$ cat src/sv/xdbt_pkg.sv
`timescale 1ns / 1ps
// ----------------------------------------------------------------------------
// xdbt_pkg
// Shared types and constants for the XOR distance bucket table.
// ----------------------------------------------------------------------------
package xdbt_pkg;

  // Fixed field widths of the stream payload
  localparam int IdW       = 64;
  localparam int BktW      = 6;
  localparam int StatusW   = 3;
  localparam int OutDataW  = 72;  // bucket_index + entry_id, padded to bytes

  // Result status codes
  typedef enum logic [StatusW-1:0] {
    ST_INSERTED = 3'd0,
    ST_FULL     = 3'd1,
    ST_OWN_ID   = 3'd2,
    ST_MATCH    = 3'd3,
    ST_ENTRY    = 3'd4,
    ST_EMPTY    = 3'd5
  } status_t;

  // Request opcodes
  typedef enum logic {
    OP_INSERT = 1'b0,
    OP_FIND   = 1'b1
  } opcode_t;

  // Memory strobes from the sequencer to the storage
  typedef struct packed {
    logic fill_rd;
    logic fill_wr;
    logic ent_rd;
    logic ent_wr;
  } mem_ctl_t;

endpackage

$ cat src/sv/xdbt_lzc.sv
`timescale 1ns / 1ps
// ----------------------------------------------------------------------------
// xdbt_lzc
// Two-step leading zero counter over a left-aligned 64-bit distance.
// Step one counts inside each byte, step two picks the top nonzero byte.
// ----------------------------------------------------------------------------
module xdbt_lzc
  import xdbt_pkg::*;
(
  input  logic            clk,
  input  logic            start,
  input  logic [IdW-1:0]  word,
  output logic            zero,
  output logic [BktW-1:0] cnt
);

  localparam int NGrp = IdW / 8;

  logic [NGrp-1:0] nz_r;
  logic [2:0]      glz_r [NGrp];
  logic [2:0]      sel;

  // Leading zeros of a nonzero byte
  function automatic logic [2:0] lz8(input logic [7:0] v);
    logic [2:0] n;
    logic       hit;
    n   = 3'd0;
    hit = 1'b0;
    for (int b = 7; b >= 0; b--) begin
      if (v[b]) begin
        hit = 1'b1;
      end else if (!hit) begin
        n = n + 3'd1;
      end
    end
    return n;
  endfunction

  // Per-byte flags and counts, byte 0 is the most significant
  always_ff @(posedge clk) begin
    if (start) begin
      for (int g = 0; g < NGrp; g++) begin
        nz_r[g]  <= |word[IdW-1-8*g -: 8];
        glz_r[g] <= lz8(word[IdW-1-8*g -: 8]);
      end
    end
  end

  // Topmost nonzero byte
  always_comb begin
    sel = 3'd0;
    for (int g = NGrp - 1; g >= 0; g--) begin
      if (nz_r[g]) begin
        sel = 3'(g);
      end
    end
  end

  assign zero = ~|nz_r;
  assign cnt  = {sel, glz_r[sel]};

endmodule

$ cat config.mk
export PLATFORM = sky130hd
export DESIGN_NAME = xdbt_lzc
export DESIGN_NICKNAME = d
export VERILOG_FILES = /design/src/sv/xdbt_pkg.sv /design/src/sv/xdbt_lzc.sv
export SDC_FILE = /design/constraint.sdc
export NUM_CORES = 1
export LEC_CHECK = 0
export BUFFER_PORTS_ARGS = -buffer_cell sky130_fd_sc_hd__buf_2
export CAP_MARGIN = 20
export CORE_ASPECT_RATIO = 0.8
export CORE_MARGIN = 2
export CORE_UTILIZATION = 45
export CTS_BUF_LIST = sky130_fd_sc_hd__clkbuf_4 sky130_fd_sc_hd__clkbuf_8
export DETAILED_ROUTE_END_ITERATION = 8
export PLACE_DENSITY = 0.67
export SLEW_MARGIN = 15
export SYNTH_ARGS = -nofsm -noshare
export SYNTH_HDL_FRONTEND = slang
export SYNTH_SLANG_ARGS = --single-unit
$ cat constraint.sdc
create_clock -name clk -period 5.15 [get_ports clk]
set_input_delay 0.515 -clock clk [delete_from_list [all_inputs] [get_ports clk]]
set_output_delay 0.515 -clock clk [all_outputs]
set_load 0.005 [all_outputs]
==> results of run 1 <==
## metrics by stage
stage	hold WS (ns)	cells	util, %	power (uW)
floorplan	0.627	419	-	465
finish	0.559	607	54.1	720
global placement	0.847	600	53.1	544
global route	0.564	607	54.1	775
CTS	0.542	607	54.1	728
detailed placement	0.840	600	53.1	555
## cell usage in the layout (no fill, tap or decap), types with 2 or more instances in the layout
cell       netlist  layout
xnor2_1         20      20
a21oi_1         20      20
nand3b_1         8       8
nor4b_1          4       4
nand2_1         33      33
clkbuf_8         0       5
nor3_1          21      21
buf_2            0      72
a32oi_1          2       2
clkinv_1         0       2
mux2_2          26      26
nor4_1           6       6
a22oi_1          2       2
o311ai_0         2       2
nor2b_1         27      27
o21a_1           8       8
nand4b_1         2       2
o21bai_1         2       2
nor2_1          46      46
a2bb2oi_1        2       2
inv_1           22      22
o21ai_0         18      18
mux2i_1         33      33
ha_1            42      42
nand2b_1        14      14
or2_2            8       8
or3_1            2       2
xor2_1           3       3
a32o_1           2       2
buf_4            1       2
edfxtp_1        32      32
or3_4            2       2
## registers in the layout, summed over array words and instances, names as in the netlist
signal,cells
glz_r,24
nz_r,8
## how the worst max path moves through the flow
stage / to / start / depth (start not counted) / slack, ns
2_1_floorplan: glz_r[2][2]$_DFFE_PP_ / word[47] / 19 / 0.49
3_3_place_gp: glz_r[2][2]$_DFFE_PP_ / word[47] / 20 / 0.25
3_5_place_dp: glz_r[4][2]$_DFFE_PP_ / word[31] / 20 / 0.15
4_1_cts: glz_r[4][2]$_DFFE_PP_ / word[31] / 20 / 0.44
5_1_grt: glz_r[4][2]$_DFFE_PP_ / word[31] / 20 / 0.19
6_report: glz_r[4][2]$_DFFE_PP_ / word[31] / 20 / 0.43
## area by class of cell
| cell class | count | share of cell area [%] |
|---|---|---|
| Clock buffer | 5 | 1.59 |
| Inverter | 22 | 1.91 |
| Sequential cell | 32 | 22.3 |
| Multi-Input combinational cell | 364 | 62.2 |
| Timing Repair Buffer | 74 | 8.69 |
| Clock inverter | 2 | 0.174 |
| Tap cell | 108 | 3.13 |
## cell usage after synthesis (all sizes together), types with 3 or more instances
cell type / number
nand3b: 8
or2: 8
nor2: 46
o21ai: 18
nor3: 21
mux2i: 33
a21oi: 21
nand2: 33
o21a: 8
inv: 22
nand2b: 14
xnor2: 20
xor2: 3
nor2b: 27
edfxtp: 32
mux2: 27
or3: 4
nor4b: 4
nor4: 6
ha: 42
## layer usage
| layer | part of all wire, % | up-vias | track usage [%] | wire length (um) |
|---|---|---|---|---|
| met2 | 47 | 46 | 30.1 | 3600 |
| met1 | 49 | 1483 | 23.4 | 3690 |
| met4 | 1.2 | 0 | 4.90 | 89 |
| met5 | 0 | - | 0 | 0 |
| met3 | 2.8 | 9 | 2.66 | 216 |
| li1 | - | 1686 | - | - |
## kinds of logic (layout without fill, tap and decap cells)
family          count (synthesis)  after routing
mux                            60             60
flops                          32             32
simple gates                  177            177
xor+xnor                       23             23
fa+ha+maj                      42             42
buf+inv                        23            103
compound gates                 62             62
## power by group
part / internal (uW) / switching (uW)
clock: 88.8 / 81.5
combinational: 110 / 120
sequential: 310 / 10.4
total: 509 / 211
==> impl_metrics.py, run 1 <==
metrics = {
    "status": {
        "status": "complete, no violations",
    },
    "cells_and_area": {
        "seq_area_um2": 961,
        "nets": 607,
        "diodes": 0,
        "fillers": 746,
        "fin_area_um2": 4320,
        "syn2layout_area_growth_pct": 15.5,
        "layout-drive-gt1-share_pct": 23.8,
        "multiInputGateArea_um2": 2690,
    },
    "routing": {
        "wirelength_um": 7590,
        "drt_pass1_iterations": 4,
        "wl_per_cell_um": 12.5,
        "first_iter_violations": 101,
        "vias_per_cell": 5.31,
        "ant_nets": 0,
        "drc": 0,
        "vias": 3224,
    },
    "timing": {
        "final.setup.tns_ns": 0,
        "min_period_ns": 4.72,
        "worst_pin_slew_ns": 0.953,
        "timing.final.crit_share_pct": 91.6,
        "setup_viol": 0,
        "relSlewSlack_pct": 35.8,
        "drv_slew": 0,
        "hold_viol": 0,
        "timing.fmax_ghz": 0.212,
        "fin_ws_ns": 0.432,
        "rsz0062_at_grt": "false",
    },
    "synth": {
        "netlist_area_um2": 3740,
        "synth_xor_area_share_pct": 5.39,
        "yosys.area_share.simple_pct": 24.9,
        "synth_top_area_cell": "edfxtp_1",
        "ys_seq_area_share_pct": 25.7,
        "synth_top_family_by_area": "simple AND/OR/NAND/NOR gates",
        "synth_cells": 419,
        "yosysWarnings": 0,
        "synthArstFlopShare_pct": 0,
        "syn-mean-instance-area_um2": 8.92,
        "yosys-top-cells-area": "edfxtp_1, ha_1, mux2i_1",
        "ys_types": 38,
        "synthAdderAreaFrac_pct": 14.1,
        "synth-edff-count": 32,
        "synth_mux_area_share_pct": 17.1,
        "synth_compound_area_share_pct": 10.5,
        "synth_flop_cell": "edfxtp_1",
        "synth_top_cell_area_share_pct": 25.7,
        "ys_seq_elements": 32,
        "synth_nets": 527,
    },
    "critical_path": {
        "path_delay_family": "multiplexers",
        "critPathRequiredTime_ns": 5.19,
        "cp_max_fo": 4,
        "crit_arrival_ns": 4.75,
        "crit_type": "input port to flop",
        "crit_top_cell": "ha_1",
        "cp_cell_sequence": "buf_2 -> or2_2 -> inv_1 -> ha_1 -> mux2i_1 -> inv_1 -> ha_1 -> nand2b_1 -> a21oi_1 -> ha_1 -> mux2_2 -> ha_1 -> mux2_2 -> mux2_2 -> ha_1 -> nor2b_1 -> xnor2_1 -> nor2_1 -> mux2_2 -> a32o_1",
        "startpoint_type": "input port",
        "end_kind": "flop",
        "critical_path.slowest_cell": "mux2_2",
        "cp_slowest_stage_delay_ns": 0.37,
        "path_buf_inv": 3,
    },
    "hold_path": {
        "hold_path.class": "input port to flop",
        "hold_depth": 3,
        "min_to": "nz_r[1]$_DFFE_PP_",
        "hp-start": "word[48]",
    },
    "floorplanning": {
        "initial_core_util_pct": 46.8,
        "rows": 29,
        "die_w_um": 106,
        "die_h_um": 85.5,
        "ios": 73,
        "fp.coreArea_um2": 7980,
        "die_area_um2": 9060,
    },
    "clock_network": {
        "numCtsBuffers": 5,
        "cts_hold_buffers": 0,
        "cts_root_buffer": "clkbuf_8",
        "cts_setup_buffers": 0,
        "cts_resized": 0,
        "clkSinkCount": 32,
        "cts_tree": "done",
        "clk_pin_slew_worst_paths_ns": 0.06,
        "htreeDepth": 2,
        "cts_buffer_depth": 2,
    },
    "global_routing": {
        "track_usage_pct": 17.6,
        "overflow": 0,
        "grt_pass1_wl_um": 13300,
        "grt_pass1_vias": 3089,
        "grt_max_degree": 33,
        "antenna_found_initial": 0,
    },
    "place": {
        "io_buffers": 72,
        "dpl_cell_area_um2": 4240,
        "post-place-ws_ns": 0.152,
        "place.gp.congestion": 0.834,
        "dpl.hpwl_um": 6350,
    },
    "job": {
        "cap_violations": 0,
    },
    "pwr": {
        "powerDensity_nw_per_um2": 167,
        "vdd_drop_max_mv": 0.0890,
        "p_leak_uw": 0.00195,
    },
}
(Power assumes the default switching activity.)
==> inputs of run 2 (changes only) <==
--- a/config.mk
+++ b/config.mk
@@ -9,10 +9,9 @@
 export CAP_MARGIN = 20
 export CORE_ASPECT_RATIO = 0.8
 export CORE_MARGIN = 2
-export CORE_UTILIZATION = 45
+export CORE_UTILIZATION = 29
 export CTS_BUF_LIST = sky130_fd_sc_hd__clkbuf_4 sky130_fd_sc_hd__clkbuf_8
 export DETAILED_ROUTE_END_ITERATION = 8
-export PLACE_DENSITY = 0.67
 export SLEW_MARGIN = 15
 export SYNTH_ARGS = -nofsm -noshare
 export SYNTH_HDL_FRONTEND = slang
==> run 2 against run 1 <==
Compared with the run above: first-iteration DRC count increased by 33%; global-route usage decreased by 5.7 points; final cell count increased by 11%; via count increased by 2.1%; highest routed layer unchanged; final area increased by 2.6%; sequential cell count unchanged; utilization decreased by 19 points; worst hold slack improved by 0.0088 ns; critical endpoint unchanged; clock power increased by 35%; clock-buffer cell count unchanged; total power increased by 8.3%.
==> impl_metrics.py, run 2 (same netlist as run 1, synthesis figures left out) <==
metrics = {
    "status": {
        "status": "complete, no violations",
    },
    "critical_path": {
        "crit_top_cell": "ha_1",
        "path_delay_family": "multiplexers",
        "end_kind": "flop",
        "path_buf_inv": 3,
        "cp_cell_sequence": "buf_2 -> or2_2 -> inv_1 -> ha_1 -> mux2i_1 -> inv_1 -> ha_1 -> nand2b_1 -> a21oi_1 -> ha_1 -> mux2_2 -> ha_1 -> mux2_2 -> mux2_2 -> ha_1 -> nor2b_1 -> xnor2_1 -> nor2_1 -> mux2_2 -> a32o_1",
        "critPathRequiredTime_ns": 5.18,
        "startpoint_type": "input port",
        "critical_path.slowest_cell": "mux2_2",
        "crit_type": "input port to flop",
        "cp_slowest_stage_delay_ns": 0.36,
        "cp_max_fo": 4,
        "crit_arrival_ns": 4.72,
    },
    "floorplanning": {
        "rows": 37,
        "die_w_um": 131,
        "die_h_um": 106,
        "ios": 73,
        "die_area_um2": 13800,
        "fp.coreArea_um2": 12700,
        "initial_core_util_pct": 29.4,
    },
    "cells_and_area": {
        "reg_top3": "glz_r: 24 flops, nz_r: 8 flops",
        "final_cell_mix": "buf_2, nor2_1, ha_1",
        "diodes": 0,
        "seq_area_um2": 961,
        "syn2layout_area_growth_pct": 18.5,
        "nets": 607,
        "largest-register": "glz_r",
        "multiInputGateArea_um2": 2690,
        "largest_reg_flops": 24,
        "fillers": 1279,
        "final_common_cell": "buf_2",
        "layout-drive-gt1-share_pct": 24.0,
    },
    "global_routing": {
        "overflow": 0,
        "antenna_found_initial": 0,
        "grt_pass1_wl_um": 13600,
        "grt_pass1_vias": 3138,
        "grt_max_degree": 33,
        "track_usage_pct": 11.9,
    },
    "routing": {
        "drt_pass1_iterations": 4,
        "wl_per_cell_um": 12.1,
        "vias_per_cell": 4.88,
        "drc": 0,
        "ant_nets": 0,
        "vias": 3292,
        "wirelength_um": 8200,
        "first_iter_violations": 134,
    },
    "clock_network": {
        "clk_pin_slew_worst_paths_ns": 0.06,
        "cts_resized": 0,
        "clkSinkCount": 32,
        "numCtsBuffers": 5,
        "cts_buffer_depth": 2,
        "cts_setup_buffers": 0,
        "cts_root_buffer": "clkbuf_8",
        "cts_tree": "done",
        "htreeDepth": 2,
        "cts_hold_buffers": 0,
    },
    "hold_path": {
        "min_to": "nz_r[1]$_DFFE_PP_",
        "hp-start": "word[48]",
        "hold_depth": 3,
        "hold_path.class": "input port to flop",
    },
    "pwr": {
        "powerDensity_nw_per_um2": 176,
        "vdd_drop_max_mv": 0.0937,
        "p_leak_uw": 0.00196,
    },
    "timing": {
        "relSlewSlack_pct": 33.1,
        "rsz0062_at_grt": "false",
        "drv_slew": 0,
        "worst_pin_slew_ns": 0.993,
        "timing.final.crit_share_pct": 91.0,
        "final.setup.tns_ns": 0,
        "hold_slack_ns": 0.568,
        "setup_viol": 0,
        "timing.fmax_ghz": 0.213,
        "min_period_ns": 4.69,
        "hold_viol": 0,
    },
    "job": {
        "cap_violations": 0,
    },
    "place": {
        "io_buffers": 72,
        "dpl.hpwl_um": 6820,
        "place.gp.congestion": 0.857,
    },
}
run 2: power by group:
part / switching [uW] / total (uW) / internal [uW]
clock network: 88.5 / 229 / 141
logic: 121 / 231 / 110
registers: 9.89 / 319 / 309
run 2: worst max path at each step:
| stage | to | slack [ns] | depth (start not counted) | from |
|---|---|---|---|---|
| 2_1_floorplan | glz_r[2][2]$_DFFE_PP_ | 0.49 | 19 | word[47] |
| 3_3_place_gp | glz_r[7][2]$_DFFE_PP_ | 0.31 | 20 | word[6] |
| 3_5_place_dp | glz_r[4][2]$_DFFE_PP_ | 0.16 | 20 | word[31] |
| 4_1_cts | glz_r[4][2]$_DFFE_PP_ | 0.44 | 20 | word[31] |
| 5_1_grt | glz_r[2][2]$_DFFE_PP_ | 0.20 | 20 | word[47] |
| 6_report | glz_r[4][2]$_DFFE_PP_ | 0.46 | 20 | word[31] |
run 2: area by class of cell:
| class | instances | area share (%) |
|---|---|---|
| repair buffers | 74 | 8.47 |
| well taps | 175 | 4.94 |
| inverters | 22 | 1.86 |
| multi-input cells | 364 | 60.6 |
| clock buffers | 5 | 1.55 |
| clock inverters | 3 | 0.847 |
| flip-flops and latches | 32 | 21.7 |
run 2: stage by stage:
stage	util [%]	cells	worst slack [ns]	cell area [um2]	power, uW
after floorplan	-	419	0.492	3740	465
after global placement	34.0	667	0.315	4330	545
after detailed placement	34.0	667	0.165	4330	557
after CTS	34.8	675	0.438	4430	789
after global routing	34.8	675	0.201	4430	830
final	34.8	675	0.463	4430	780
run 2: tightest hold or removal path: stages:
cell	delay [ns]
buf_2	0.10
nor3_1	0.07
inv_1	0.06
run 2: routing by layer:
metal  part of all wire (%)  vias to the layer above  global-route usage (%)
li1                       -                     1695                       -
met1                     45                     1544                    14.2
met2                     51                       47                    21.8
met3                    3.3                        6                    2.13
met4                    1.2                        0                    2.81
met5                      0                        -                       0
